**src/design/cas3b_pkg.sv**
```systemverilog
// Shared types, constants and tables for the three-beacon position core.
package cas3b_pkg;

    localparam int ANGLE_W     = 20;
    localparam int DIFF_W      = 21;
    localparam int MAG_W       = 20;
    localparam int COORD_W     = 16;
    localparam int LIM_W       = 15;
    localparam int QN_W        = 32;
    localparam int CFG_IDX_W   = 3;
    localparam int CFG_DATA_W  = 16;
    localparam int QUEUE_DEPTH = 4;

    localparam int ANGLE_FRAC_BITS_DEF = 16;
    localparam int CORDIC_STEPS_DEF    = 18;

    localparam longint PI_Q30      = 64'd3373259426;
    localparam longint HALF_PI_Q30 = 64'd1686629713;

    typedef enum logic [CFG_IDX_W-1:0] {
        REG_B1X     = 3'd0,
        REG_B1Y     = 3'd1,
        REG_B2X     = 3'd2,
        REG_B2Y     = 3'd3,
        REG_B3X     = 3'd4,
        REG_B3Y     = 3'd5,
        REG_COT_LIM = 3'd6
    } t_reg_idx;

    typedef struct packed {
        logic signed [ANGLE_W-1:0] bearing_one;
        logic signed [ANGLE_W-1:0] bearing_two;
        logic signed [ANGLE_W-1:0] bearing_three;
    } t_in;

    typedef struct packed {
        logic signed [COORD_W-1:0] pos_x;
        logic signed [COORD_W-1:0] pos_y;
        logic signed [QN_W-1:0]    quality_n;
        logic                      degenerate;
    } t_out;

    // angle differences split into sign and magnitude
    typedef struct packed {
        logic             sign_a;
        logic [MAG_W-1:0] mag_a;
        logic             sign_b;
        logic [MAG_W-1:0] mag_b;
    } t_cls;

    typedef struct packed {
        logic signed [COORD_W-1:0] b1x;
        logic signed [COORD_W-1:0] b1y;
        logic signed [COORD_W-1:0] b2x;
        logic signed [COORD_W-1:0] b2y;
        logic signed [COORD_W-1:0] b3x;
        logic signed [COORD_W-1:0] b3y;
        logic [LIM_W-1:0]          cot_limit;
    } t_cfg;

    // atan(2^-i) in Q2.30
    function automatic logic [30:0] atan_q30(input int i);
        logic [30:0] v;
        case (i)
            0:       v = 31'd843314857;
            1:       v = 31'd497837829;
            2:       v = 31'd263043837;
            3:       v = 31'd133525159;
            4:       v = 31'd67021687;
            5:       v = 31'd33543516;
            6:       v = 31'd16775851;
            7:       v = 31'd8388437;
            8:       v = 31'd4194283;
            9:       v = 31'd2097149;
            default: v = (i <= 30) ? (31'd1 << (30 - i)) : 31'd0;
        endcase
        return v;
    endfunction

endpackage

```
**src/design/cas3b_front.sv**
```systemverilog
// Front stage: takes bearing requests and forms the two angle differences.
module cas3b_front
    import cas3b_pkg::*;
(
    input  logic i_clk,
    input  logic i_rst_n,
    input  logic i_valid,
    output logic o_ready,
    input  t_in  i_data,
    input  logic i_q_full,
    output logic o_push,
    output t_cls o_cls
);

    logic              r_valid;
    t_cls              r_cls;
    logic signed [DIFF_W-1:0] da;
    logic signed [DIFF_W-1:0] db;

    assign da = DIFF_W'(i_data.bearing_one) - DIFF_W'(i_data.bearing_three);
    assign db = DIFF_W'(i_data.bearing_three) - DIFF_W'(i_data.bearing_two);

    assign o_ready = !r_valid || !i_q_full;
    assign o_push  = r_valid && !i_q_full;
    assign o_cls   = r_cls;

    always_ff @(posedge i_clk) begin
        if (!i_rst_n) begin
            r_valid <= 1'b0;
        end else if (o_ready) begin
            r_valid <= i_valid;
        end
    end

    always_ff @(posedge i_clk) begin
        if (o_ready && i_valid) begin
            r_cls.sign_a <= da[DIFF_W-1];
            r_cls.mag_a  <= MAG_W'(da[DIFF_W-1] ? -da : da);
            r_cls.sign_b <= db[DIFF_W-1];
            r_cls.mag_b  <= MAG_W'(db[DIFF_W-1] ? -db : db);
        end
    end

endmodule

```
**config.mk**
```make
export PLATFORM = sky130hd
export DESIGN_NAME = cas3b_front
export DESIGN_NICKNAME = d
export VERILOG_FILES = /design/src/design/cas3b_pkg.sv /design/src/design/cas3b_front.sv
export SDC_FILE = /design/constraint.sdc
export NUM_CORES = 1
export LEC_CHECK = 0
export ABC_AREA = 1
export BUFFER_PORTS_ARGS = -buffer_cell sky130_fd_sc_hd__buf_4
export CAP_MARGIN = 20
export CORE_MARGIN = 4
export CORE_UTILIZATION = 53
export DETAILED_ROUTE_END_ITERATION = 10
export GPL_ROUTABILITY_DRIVEN = 0
export PLACE_DENSITY = 0.86
export REMOVE_ABC_BUFFERS = 1
export SETUP_SLACK_MARGIN = 0.15
export SKIP_LAST_GASP = 1
export SLEW_MARGIN = 20
export SYNTH_ARGS = -nofsm -noshare
export SYNTH_HDL_FRONTEND = slang
export SYNTH_SLANG_ARGS = --single-unit
```
**constraint.sdc**
```tcl
create_clock -name i_clk -period 4.48 [get_ports i_clk]
set_input_delay 0.896 -clock i_clk [delete_from_list [all_inputs] [get_ports i_clk]]
set_output_delay 0.896 -clock i_clk [all_outputs]
set_load 0.005 [all_outputs]
```
[Word-level counts from Yosys, hierarchy flattened]
Index checks and enable logic that the tools add are counted.
Word-level totals
  register bits after elaboration: 43
  bits of input ports: 64
  output and inout bits: 44
  logic and storage cells: 16
Cells by class
  add/sub/neg operators: 4
  mux-type cells: 2
  reductions and logical operators: 5
Operators with widths (number)
  20-bit by 20-bit subtractor with 21-bit output: 2
  20-bit 2-to-1 mux: 2
  20-bit negation: 2
  1-bit logical AND: 2
  1-bit logical NOT: 2
  1-bit logical OR: 1

[Logic depth before layout (Yosys ltp)]
  word-level depth: 3
  mapped depth: 21
  mapped depth without buffers: 21

[Least setup slack after synthesis]
Ideal clock, no wire load.
  path kind: input -> register
  start: in i_valid
  end: reg r_cls, in the netlist o_cls[0] (enable)
  library setup time: 455 ps
  arrival time: 2991 ps
  required time: 4025 ps
  slack: 1034 ps
  stages: 2
  buffers on the path: 0
  path through: inv_1 a21oi_1
On the way
  cells in the longest elaborated chain, start to end: 1
Ends and longest elaborated chain
  start: declaration: line cas3b_front.sv:7  | input logic i_valid,
  1-bit logical AND: line cas3b_front.sv:36  | if (o_ready && i_valid) begin
  end: declaration: line cas3b_front.sv:16  | t_cls r_cls;
No other way between the ends.
A chain may end at the register's enable or synchronous reset.

[Worst setup path after layout]
  start: in i_data[0] in the netlist's numbering
  end: reg r_cls, in the netlist o_cls[18] (data pin)
On the way
  cells in the longest elaborated chain, start to end: 3
Ends and longest elaborated chain
  start: declaration: line cas3b_front.sv:9  | input t_in i_data,
  20-bit by 20-bit subtractor with 21-bit output *: line cas3b_front.sv:21  | assign db = DIFF_W'(i_data.bearing_three) - DIFF_W'(i_data.bearing_two);
  20-bit negation: line cas3b_front.sv:40  | r_cls.mag_b <= MAG_W'(db[DIFF_W-1] ? -db : db);
  20-bit 2-to-1 mux *: line cas3b_front.sv:40
Every way passes the cells marked *; elsewhere a longest branch is shown, timed or not.

==> summary.txt <==
Logic synthesis
  – Post-synthesis cell area: around 0.0054 sq mm
  – Synth cell types: 35
  – Most common cell in the netlist: nand2_1
  – Synth top area cells: edfxtp_1, nand2_1, inv_1, ha_1, nand3_1
  – Sequential cell area fraction in the yosys report: 0.239
  – Synth warn: 0
  – #FFs+latches synth: 43
  – Mapped Cells: 859
  – Proportion of netlist area held by the largest area contributor: 0.236
  – Area leader, netlist: edfxtp_1
  – Async set-reset flop share out of synthesis: 0
  – Syn Area/Cell: 6.23 sq um
  – Dominant synthesized flop cell: edfxtp_1
  – Post-synth EDFFs: 42
  – Top cells by count, synth: nand2_1, inv_1, nor2_1

STA
  – Number of hold violations in the final report: 0
  – Period utilization: 0.742
  – RSZ-0062 raised after global routing: false
  – PnR worst setup slack: ~1.2 ns
  – Setup skew after layout: 0.0124 ns
  – Final hold slack: 0.567 ns
  – Worst-Margin Slew: 0.647 ns
  – Maximum clock rate: 301 MHz
  – Final setup viols: 0
  – Tmin final: 3.33 ns
  – Setup TNS: 0 ns
  – Max_slew headroom: 0.568
  – Max Slew Vio Count: 0

Cells and area
  – P&R area growth vs syn: 20.4%
  – Final net count: 1079
  – Antenna diodes: 0
  – Finished layout cell area: 0.00645 sq mm
  – Layout cells sized above 1: 0.160
  – Finished Layout Cells: 1105
  – Fin util: 0.656
  – Filler Cell Count: about 900

Critical path
  – FF-to-FF End: o_cls[34]
  – Critical Path Source Type: input pin
  – Required @ worst endpoint: between 4 and 5 ns
  – R2R setup slack: 3.17 ns
  – Crit path max fanout: 12
  – Setup crit end kind: flip-flop
  – Crit. Startpoint: i_data[0]
  – CP arrival: approximately 3.4 ns
  – R2r startpoint: r_valid
  – WS Path Type: in2reg
  – R2R depth: 2

Drt
  – DRT Pass-1 Iters: 6
  – WL/cell: ~12 um
  – Detailed-route DRC error count: 0
  – Total wire length: roughly 13000 um
  – Routed Antenna Nets: 0
  – DR iter-0 viols: 408
  – Routed vias: 5500
  – DR vias/cell: 4.98

Clock tree
  – Hold-fix buffers, CTS: 0
  – CTS clk-pin slew, worst paths: 0.09 ns
  – CTS Buffer Depth: 2
  – Post-CTS Setup Bufs: 0
  – CTS Sinks: 43
  – Max H-tree Level: 2
  – Clock Root Buffer: clkbuf_8
  – Clk_lat worst skew: 0.30 ns
  – Post-CTS sizing: 0
  – TritonCTS buffer count: 5
  – CTS tree: built

GRT
  – First-pass GRT wire length: 21800 um
  – Grt ovf: 0
  – Gr busiest metal: met2
  – Met1 GRT Util: 0.327
  – Largest net degree at the start of global routing: 43
  – Met3 Use GR: 0.0185
  – Antenna violations before repair: 0
  – Met2 usage: 0.371
  – Vias in the first global route: 4947
  – Tot GR Track Use: 0.229

Pwr
  – Max VDD drop: 0.000183 V
  – Pwr dens: 278 mW/mm^2
  – Leak Pwr: 3.70 nW
  – Total power: 1.79 mW

Job
  – Number of max-cap violations: 0

Floorplan
  – Die Area: 0.0118 sq mm
  – Core footprint: 0.00982 sq mm
  – Row count: 36
  – Die H: about 110 um
  – I/O Pins: 108
  – Initial Util: 0.545
  – DIE WIDTH: 109 um

Hold path
  – WHS Path Cells: 2
  – Hold_sp: r_valid
  – WHS Endpoint: r_valid
  – Hold Path Class: reg2reg

Place
  – Area after DPL: roughly 0.0063 sq mm
  – HPWL after DPL: 11200 um
  – IO buf count: around 110
  – Pre-CTS setup slack: between 0.8 and 0.9 ns
  – Post-placement cell count: 1097

Status
  – Status: finished clean
[cells by family (layout without fill, tap and decap cells)]
group,after synthesis,in the layout,synth area share
simple gates,494,494,0.404
buf+inv,194,307,0.139
compound gates,52,52,0.0577
fa+ha+maj,44,44,0.106
flops,43,43,0.239
xor+xnor,32,32,0.0537
[worst max path at each step]
stage	end	slack (ns)	cells past startpoint
detailed placement	o_cls[18]	0.87	20
floorplan	o_cls[0]	1.03	2
global placement	o_cls[18]	0.92	20
global route	o_cls[18]	0.87	20
finish	o_cls[18]	1.15	20
CTS	o_cls[18]	1.15	20
[placed cells by master, fill, tap and decap left out, drive strengths merged, types with 18 or more instances in the layout]
cell type	instances
a21oi	33
nor2	69
buf	108
nand4	18
nand3	65
xor2	18
edfxtp	42
nand2	320
ha	42
inv	191
[per-layer routing]
layer | share of wire | up-vias | wire [um]
met5 | 0 | - | 0
li1 | - | 2885 | -
met1 | 0.48 | 2391 | 6370
met2 | 0.43 | 202 | 5690
met4 | 0.021 | 0 | 282
met3 | 0.070 | 22 | 936
[flip-flops by register name, indices dropped and copies added, names as in the netlist]
name     count
r_valid      1
o_cls       42
[cell type report]
cell class	count	area (sq um)	share of cell area
Clock inverter	2	60.1	0.00932
Clock buffer	6	72.6	0.0113
Timing Repair Buffer	108	811	0.126
Sequential cell	43	1280	0.199
Tap cell	133	166	0.0258
Inverter	191	717	0.111
Multi-Input combinational cell	622	3340	0.518
[power breakdown]
part           switching, mW  internal [mW]
clock network          0.142          0.223
registers             0.0198          0.550
logic                  0.503          0.353
[worst max-delay path: stages]
cell     delay [ns]
buf_4          0.09
inv_1          0.04
ha_1           0.23
fa_1           0.41
inv_1          0.12
nand2_1        0.06
nand2_1        0.07
nand3_1        0.10
nand2_2        0.11
nand2_2        0.05
nand2_1        0.07
nand2_1        0.06
nand2_2        0.09
nor2_4         0.05
xor2_2         0.52
nand2_2        0.19
nand2_1        0.10
nand2_1        0.05
nand2_1        0.05
inv_1          0.03
Power figures use the tool's default switching activity.
