### src/design/cas3b_pkg.sv
// Shared types, constants and tables for the three-beacon position core.
package cas3b_pkg;

    localparam int ANGLE_W     = 20;
    localparam int DIFF_W      = 21;
    localparam int MAG_W       = 20;
    localparam int COORD_W     = 16;
    localparam int LIM_W       = 15;
    localparam int QN_W        = 32;
    localparam int CFG_IDX_W   = 3;
    localparam int CFG_DATA_W  = 16;
    localparam int QUEUE_DEPTH = 4;

    localparam int ANGLE_FRAC_BITS_DEF = 16;
    localparam int CORDIC_STEPS_DEF    = 18;

    localparam longint PI_Q30      = 64'd3373259426;
    localparam longint HALF_PI_Q30 = 64'd1686629713;

    typedef enum logic [CFG_IDX_W-1:0] {
        REG_B1X     = 3'd0,
        REG_B1Y     = 3'd1,
        REG_B2X     = 3'd2,
        REG_B2Y     = 3'd3,
        REG_B3X     = 3'd4,
        REG_B3Y     = 3'd5,
        REG_COT_LIM = 3'd6
    } t_reg_idx;

    typedef struct packed {
        logic signed [ANGLE_W-1:0] bearing_one;
        logic signed [ANGLE_W-1:0] bearing_two;
        logic signed [ANGLE_W-1:0] bearing_three;
    } t_in;

    typedef struct packed {
        logic signed [COORD_W-1:0] pos_x;
        logic signed [COORD_W-1:0] pos_y;
        logic signed [QN_W-1:0]    quality_n;
        logic                      degenerate;
    } t_out;

    // angle differences split into sign and magnitude
    typedef struct packed {
        logic             sign_a;
        logic [MAG_W-1:0] mag_a;
        logic             sign_b;
        logic [MAG_W-1:0] mag_b;
    } t_cls;

    typedef struct packed {
        logic signed [COORD_W-1:0] b1x;
        logic signed [COORD_W-1:0] b1y;
        logic signed [COORD_W-1:0] b2x;
        logic signed [COORD_W-1:0] b2y;
        logic signed [COORD_W-1:0] b3x;
        logic signed [COORD_W-1:0] b3y;
        logic [LIM_W-1:0]          cot_limit;
    } t_cfg;

    // atan(2^-i) in Q2.30
    function automatic logic [30:0] atan_q30(input int i);
        logic [30:0] v;
        case (i)
            0:       v = 31'd843314857;
            1:       v = 31'd497837829;
            2:       v = 31'd263043837;
            3:       v = 31'd133525159;
            4:       v = 31'd67021687;
            5:       v = 31'd33543516;
            6:       v = 31'd16775851;
            7:       v = 31'd8388437;
            8:       v = 31'd4194283;
            9:       v = 31'd2097149;
            default: v = (i <= 30) ? (31'd1 << (30 - i)) : 31'd0;
        endcase
        return v;
    endfunction

endpackage

### src/design/cas3b_queue.sv
// Short queue between the front stage and the arithmetic pipeline.
module cas3b_queue
    import cas3b_pkg::*;
(
    input  logic i_clk,
    input  logic i_rst_n,
    input  logic i_push,
    input  t_cls i_data,
    output logic o_full,
    output logic o_valid,
    input  logic i_pop,
    output t_cls o_data
);

    localparam int AW = $clog2(QUEUE_DEPTH);
    localparam int CNT_W = $clog2(QUEUE_DEPTH + 1);

    t_cls             r_mem [0:QUEUE_DEPTH-1];
    logic [AW-1:0]    r_wr;
    logic [AW-1:0]    r_rd;
    logic [CNT_W-1:0] r_cnt;
    logic             do_pop;

    assign o_full  = (r_cnt == CNT_W'(QUEUE_DEPTH));
    assign o_valid = (r_cnt != '0);
    assign o_data  = r_mem[r_rd];
    assign do_pop  = i_pop && o_valid;

    always_ff @(posedge i_clk) begin
        if (!i_rst_n) begin
            r_wr  <= '0;
            r_rd  <= '0;
            r_cnt <= '0;
        end else begin
            if (i_push) begin
                r_wr <= r_wr + 1'b1;
            end
            if (do_pop) begin
                r_rd <= r_rd + 1'b1;
            end
            if (i_push && !do_pop) begin
                r_cnt <= r_cnt + 1'b1;
            end else if (!i_push && do_pop) begin
                r_cnt <= r_cnt - 1'b1;
            end
        end
    end

    always_ff @(posedge i_clk) begin
        if (i_push) begin
            r_mem[r_wr] <= i_data;
        end
    end

endmodule

### config.mk
export PLATFORM = sky130hd
export DESIGN_NAME = cas3b_queue
export DESIGN_NICKNAME = d
export VERILOG_FILES = /design/src/design/cas3b_pkg.sv /design/src/design/cas3b_queue.sv
export SDC_FILE = /design/constraint.sdc
export NUM_CORES = 1
export LEC_CHECK = 0
export ABC_AREA = 1
export BUFFER_PORTS_ARGS = -buffer_cell sky130_fd_sc_hd__buf_2
export CELL_PAD_IN_SITES_DETAIL_PLACEMENT = 1
export CELL_PAD_IN_SITES_GLOBAL_PLACEMENT = 1
export CORE_MARGIN = 4
export CORE_UTILIZATION = 50
export DETAILED_ROUTE_END_ITERATION = 10
export HOLD_SLACK_MARGIN = 0.03
export PLACE_DENSITY_LB_ADDON = 0.25
export SLEW_MARGIN = 20
export SYNTH_ARGS = -nofsm -noshare
export SYNTH_HDL_FRONTEND = slang
export SYNTH_SLANG_ARGS = --single-unit
### constraint.sdc
create_clock -name i_clk -period 5.4 [get_ports i_clk]
set_input_delay 0.27 -clock i_clk [delete_from_list [all_inputs] [get_ports i_clk]]
set_output_delay 0.27 -clock i_clk [all_outputs]
set_load 0.05 [all_outputs]
; ---- Word-level counts from Yosys, hierarchy flattened
; Memories as Yosys holds them, arrays and structs flattened. A register that Yosys moved wholly into a read port is not among the register bits.
; Index checks and enable logic that the tools add are counted.
[totals]
ff_bits = 7
latch_bits = 0
ramBits = 168
rom_bits = 0
in_bits = 46
out_inout_bits = 44
wordCells = 22
mem_count = 1
[memory_table]
columns = memory, depth, width, rd, rd_clocked_by_memory_dff, wr, line
row1 = r_mem, 4, 42, 1, 1, 1, cas3b_queue.sv:18  ; t_cls r_mem [0:QUEUE_DEPTH-1];
[op_classes]
n_addsub = 4
multipliers = 0
div_mod_pow = 0
n_lt_le_gt_ge = 0
n_eq_ne = 1
n_shift = 0
muxes = 6
bitwise_logic = 0
reduce_logical = 7
[ops]
columns = op, count
row1 = $mux W3, 2
row2 = $add A2 B1 Y2 const B, 2
row3 = $mux W2, 2
row4 = $add A3 B1 Y3 const B, 1
row5 = $eq A3 B3 Y1 const B, 1
row6 = $logic_and A1 B1 Y1, 3
row7 = $reduce_bool A3 Y1, 1
row8 = $sub A3 B1 Y3 const B, 1
row9 = $logic_not A1 Y1, 2
row10 = $mux W1, 2
row11 = $reduce_bool A2 Y1, 1

; ---- Depth between registers and ports, before layout
[depth]
word_depth = 5
ltp_mapped = 12
ltp_nobuf = 12

; ---- Worst setup path after synthesis
; Ideal clock, no wire load.
[synth_path]
path_kind = register to register
from = register r_cnt[0]
to = register r_cnt[1]
setup_ps = 116
arrival_time_ps = 1867
t_required_ps = 5284
path_slack_ps = 3417
path_stages_with_launch = 9
path_buffers = 0
period_less_slack_ps = 1983
cell_sequence = dfxtp_1 -> nor2_1 -> nand2_1 -> nand2_1 -> ha_1 -> inv_1 -> fa_1 -> o21ai_0 -> nor2_1
[synth_via]
elab_chain_cells = 5
elab_cells_between_ends = 10
[synth_rtl]
columns = item, line
row1 = from (decl), cas3b_queue.sv:21  ; logic [CNT_W-1:0] r_cnt;
row2 = from (signal assigned), cas3b_queue.sv:42  ; r_cnt <= r_cnt + 1'b1;
row3 = from (signal assigned), cas3b_queue.sv:44  ; r_cnt <= r_cnt - 1'b1;
row4 = $reduce_bool A3 Y1 (*), cas3b_queue.sv:25  ; assign o_valid = (r_cnt != '0);
row5 = named net o_valid, cas3b_queue.sv:10  ; output logic o_valid,
row6 = $logic_and A1 B1 Y1 (*), cas3b_queue.sv:27  ; assign do_pop = i_pop && o_valid;
row7 = $logic_not A1 Y1, cas3b_queue.sv:41  ; if (i_push && !do_pop) begin
row8 = $logic_and A1 B1 Y1, cas3b_queue.sv:41
row9 = $mux W3 / $reduce_bool A2 Y1 (equally long branches), --
; Mark *: on every way through the listed nets, which the timed path passes. The rest lies on a longest branch. The select of a mux whose other input is x is not followed.
; A chain may end at the register's enable or synchronous reset.

==> flow_metrics.env <==
export IMPL_relSlewSlack=0.2843
export IMPL_drtIter0Drc=338
export IMPL_firstDrtPassIters=4
export IMPL_netSwitchingPower_w=0.001485
export IMPL_place_ws_ps=3049
export IMPL_synth_ff_type="edfxtp_1"
export IMPL_worst_setup_path_start_kind="flop"
export IMPL_clk_latency_ps=440
export IMPL_finalNetCount=608
export IMPL_crit_path_max_incr_delay_ps=540
export IMPL_die_area_um2=15270
export IMPL_vdd_drop_max_uv=308.0
export IMPL_synth_cells=469
export IMPL_power_leakage_nw=2.815
export IMPL_synth_area_top_cells="edfxtp_1, nor2_1, o21ai_0, o22ai_1, dfxtp_1"
export IMPL_synthAdderAreaFrac=0.01236
export IMPL_switching_share=0.3601
export IMPL_dp_cells=707
export IMPL_synthMuxAreaShare=0
export IMPL_setup_viol=0
export IMPL_p_per_area_nw_per_um2=525.1
export IMPL_area_growth_pct=17.57
export IMPL_grt_max_degree=85
export IMPL_cts_max_path_buffers=2
export IMPL_fillers=1268
export IMPL_path_delay_family="buffers and inverters"
export IMPL_synth_edf_count=168
export IMPL_yosysMostFrequentCell="edfxtp_1"
export IMPL_drc=0
export IMPL_cts_sinks=177
export IMPL_hpwl_um=8861
export IMPL_worstMarginPinSlew_ps=1074
export IMPL_syn_area_per_cell_um2=14.24
export IMPL_maxSlewViolCount=0
export IMPL_vias=4130
export IMPL_synth_compound_area_frac=0.1083
export IMPL_grt_pass1_vias=4438
export IMPL_clockPowerShare=0.318
export IMPL_critPathRequiredTime_ps=5130
export IMPL_slowest_stage="buf_4"
export IMPL_wirelength_um=15660
export IMPL_path_buf_inv=3
export IMPL_core_area_um2=12820
export IMPL_crit_chain="inv_2 > buf_4 > o21ai_0 > o22ai_1 > buf_2"
export IMPL_fin_crit_sh=0.5152
export IMPL_synth_seq_area_share=0.7823
export IMPL_synthesis_area_um2=6679
export IMPL_synth_xor_area_frac=0.001311
export IMPL_clock_fmax_ghz=0.3595
export IMPL_outcome="finished, final reports clean"
export IMPL_yosysUniqueCellTypes=18
export IMPL_dieHeight_um=123.6
export IMPL_fin_ws_ps=2618
export IMPL_synth_async_reset_ratio=0
export IMPL_cts_tree="built"
export IMPL_postRouteAntennaNets=0
export IMPL_post_drt_wl_per_cell_um=21.10
export IMPL_critPathMaxFanout=44
export IMPL_holdCritPathClass="input pin to flop"
export IMPL_grt_pass1_wl_um=23660
export IMPL_synth_seq_cells=177
export IMPL_synth_top_cell_by_area="edfxtp_1"
export IMPL_synth_top_family_by_area="compound AO/OA/AOI/OAI gates"
export IMPL_rsz0062_at_grt="no"
export IMPL_start_util=0.5208
export IMPL_syn_num_nets=521
export IMPL_place_congestion=0.7570
export IMPL_critPathArrivalTime_ps=2510
export IMPL_drive_gt1_frac=0.2285
export IMPL_yosysWarnings=0
export IMPL_std_cell_rows=41
export IMPL_finClkSkew_ps=16.94
export IMPL_port_buffers=89
export IMPL_critPathCaptureType="output port"
export IMPL_drv_cap=0
export IMPL_cts_hold_buf=2
export IMPL_viasPerCell=5.566
export IMPL_cts_root_buf="clkbuf_16"
export IMPL_synth_top_area_frac=0.7553
export IMPL_tns_ps=0
export IMPL_cts_max_level=4
export IMPL_p_comb_frac=0.287
export IMPL_overflow=0
export IMPL_grtUsageTotal=0.2137
export IMPL_pwr_share_seq=0.395
export IMPL_layout_cells_non_filler=742
export IMPL_numCtsBuffers=17
export IMPL_cts_resized=0
export IMPL_crit_type="flop to output port"
export IMPL_die_w_um=123.6
export IMPL_post_cts_buffers=0
export IMPL_period_needed_ps=2782
export IMPL_hold_ws_ps=51.89
export IMPL_antenna_found_initial=1
export IMPL_internal_power_w=0.002638
export IMPL_clk_pin_slew_ps=70
export IMPL_synth_simple_area_share=0.06201
export IMPL_final_hold_viol_count=0
export IMPL_ioPinCount=90
export IMPL_synth_common_cells="edfxtp_1, nor2_1, o21ai_0"
-- state kept, by name, indices dropped and copies added, names as in the netlist, named ones only --
register and count:
r_wr 2, r_rd 2, r_cnt 3, r_mem 168
-- worst register-to-register path, delay by kind of cell, from the launching register on --
family,cells,cell delay (ps)
DFF,1,360
adders and majority gates,2,580
and+or+nand+nor,8,680
buffers and inverters,2,140
-- area by class of cell --
| class | count | area, um^2 | share of cell area |
|---|---|---|---|
| flip-flops and latches | 177 | 5228 | 0.6657 |
| well taps | 172 | 215.2 | 0.02741 |
| multi-input cells | 250 | 1229 | 0.1565 |
| repair buffers | 94 | 488.0 | 0.06214 |
| clock buffers | 22 | 474.2 | 0.06039 |
| clock inverters | 10 | 156.4 | 0.01992 |
| inverters | 16 | 60.06 | 0.007648 |
| diodes | 1 | 2.502 | 0.0003187 |
-- power by group through the flow --
stage               registers [W]  clock network (W)  logic [W]
floorplan                 0.00163                  0   0.000929
global placement          0.00165                  0    0.00115
detailed placement        0.00166                  0    0.00118
CTS                       0.00163            0.00132    0.00120
global route              0.00163            0.00140    0.00127
finish                    0.00163            0.00131    0.00118
-- per-layer routing --
| layer | up-vias | GRT usage | share of wire |
|---|---|---|---|
| met5 | - | 0 | 0 |
| met4 | 0 | 0.1100 | 0.026 |
| met3 | 24 | 0.05359 | 0.046 |
| met2 | 107 | 0.3561 | 0.52 |
| met1 | 2083 | 0.2593 | 0.41 |
| li1 | 1916 | - | - |
-- through the flow --
stage,utilization,cell area [um^2],power [W]
floorplan,-,6679,0.002562
global placement,0.5614,7199,0.002801
detailed placement,0.5614,7199,0.002840
CTS,0.6121,7850,0.004145
global route,0.6123,7853,0.004301
finish,0.6123,7853,0.004123
-- final timing paths --
| kind | from | endpoint | slack (ps) | depth (start not counted) |
|---|---|---|---|---|
| max reg2reg | r_cnt[0]$_SDFFE_PN0P_ | r_cnt[2]$_SDFFE_PN0P_ | 3510 | 12 |
| min reg2reg | r_rd[1]$_SDFFE_PN0P_ | flop | 540 | 2 |
| max | flop | o_data[21] | 2620 | 5 |
| min | i_data[23] | r_mem[2][23]$_DFFE_PP_ | 50 | 1 |
-- cell usage in the layout, fill, tap and decap left out, drive strengths merged, types with 9 or more instances in the layout --
cell,n
buf,92
clkbuf,22
dfxtp,9
edfxtp,168
inv,16
nand2,15
nor2,90
o21ai,87
o22ai,42
-- kinds of logic after synthesis --
family                     Yosys count
AOI/OAI and AO/OA                  134
xor gates and xnor gates             1
adders and majority gates            6
buffers and inverters               42
DFF                                177
and+or+nand+nor                    109
Note: power is estimated with default switching activity, not from simulation.
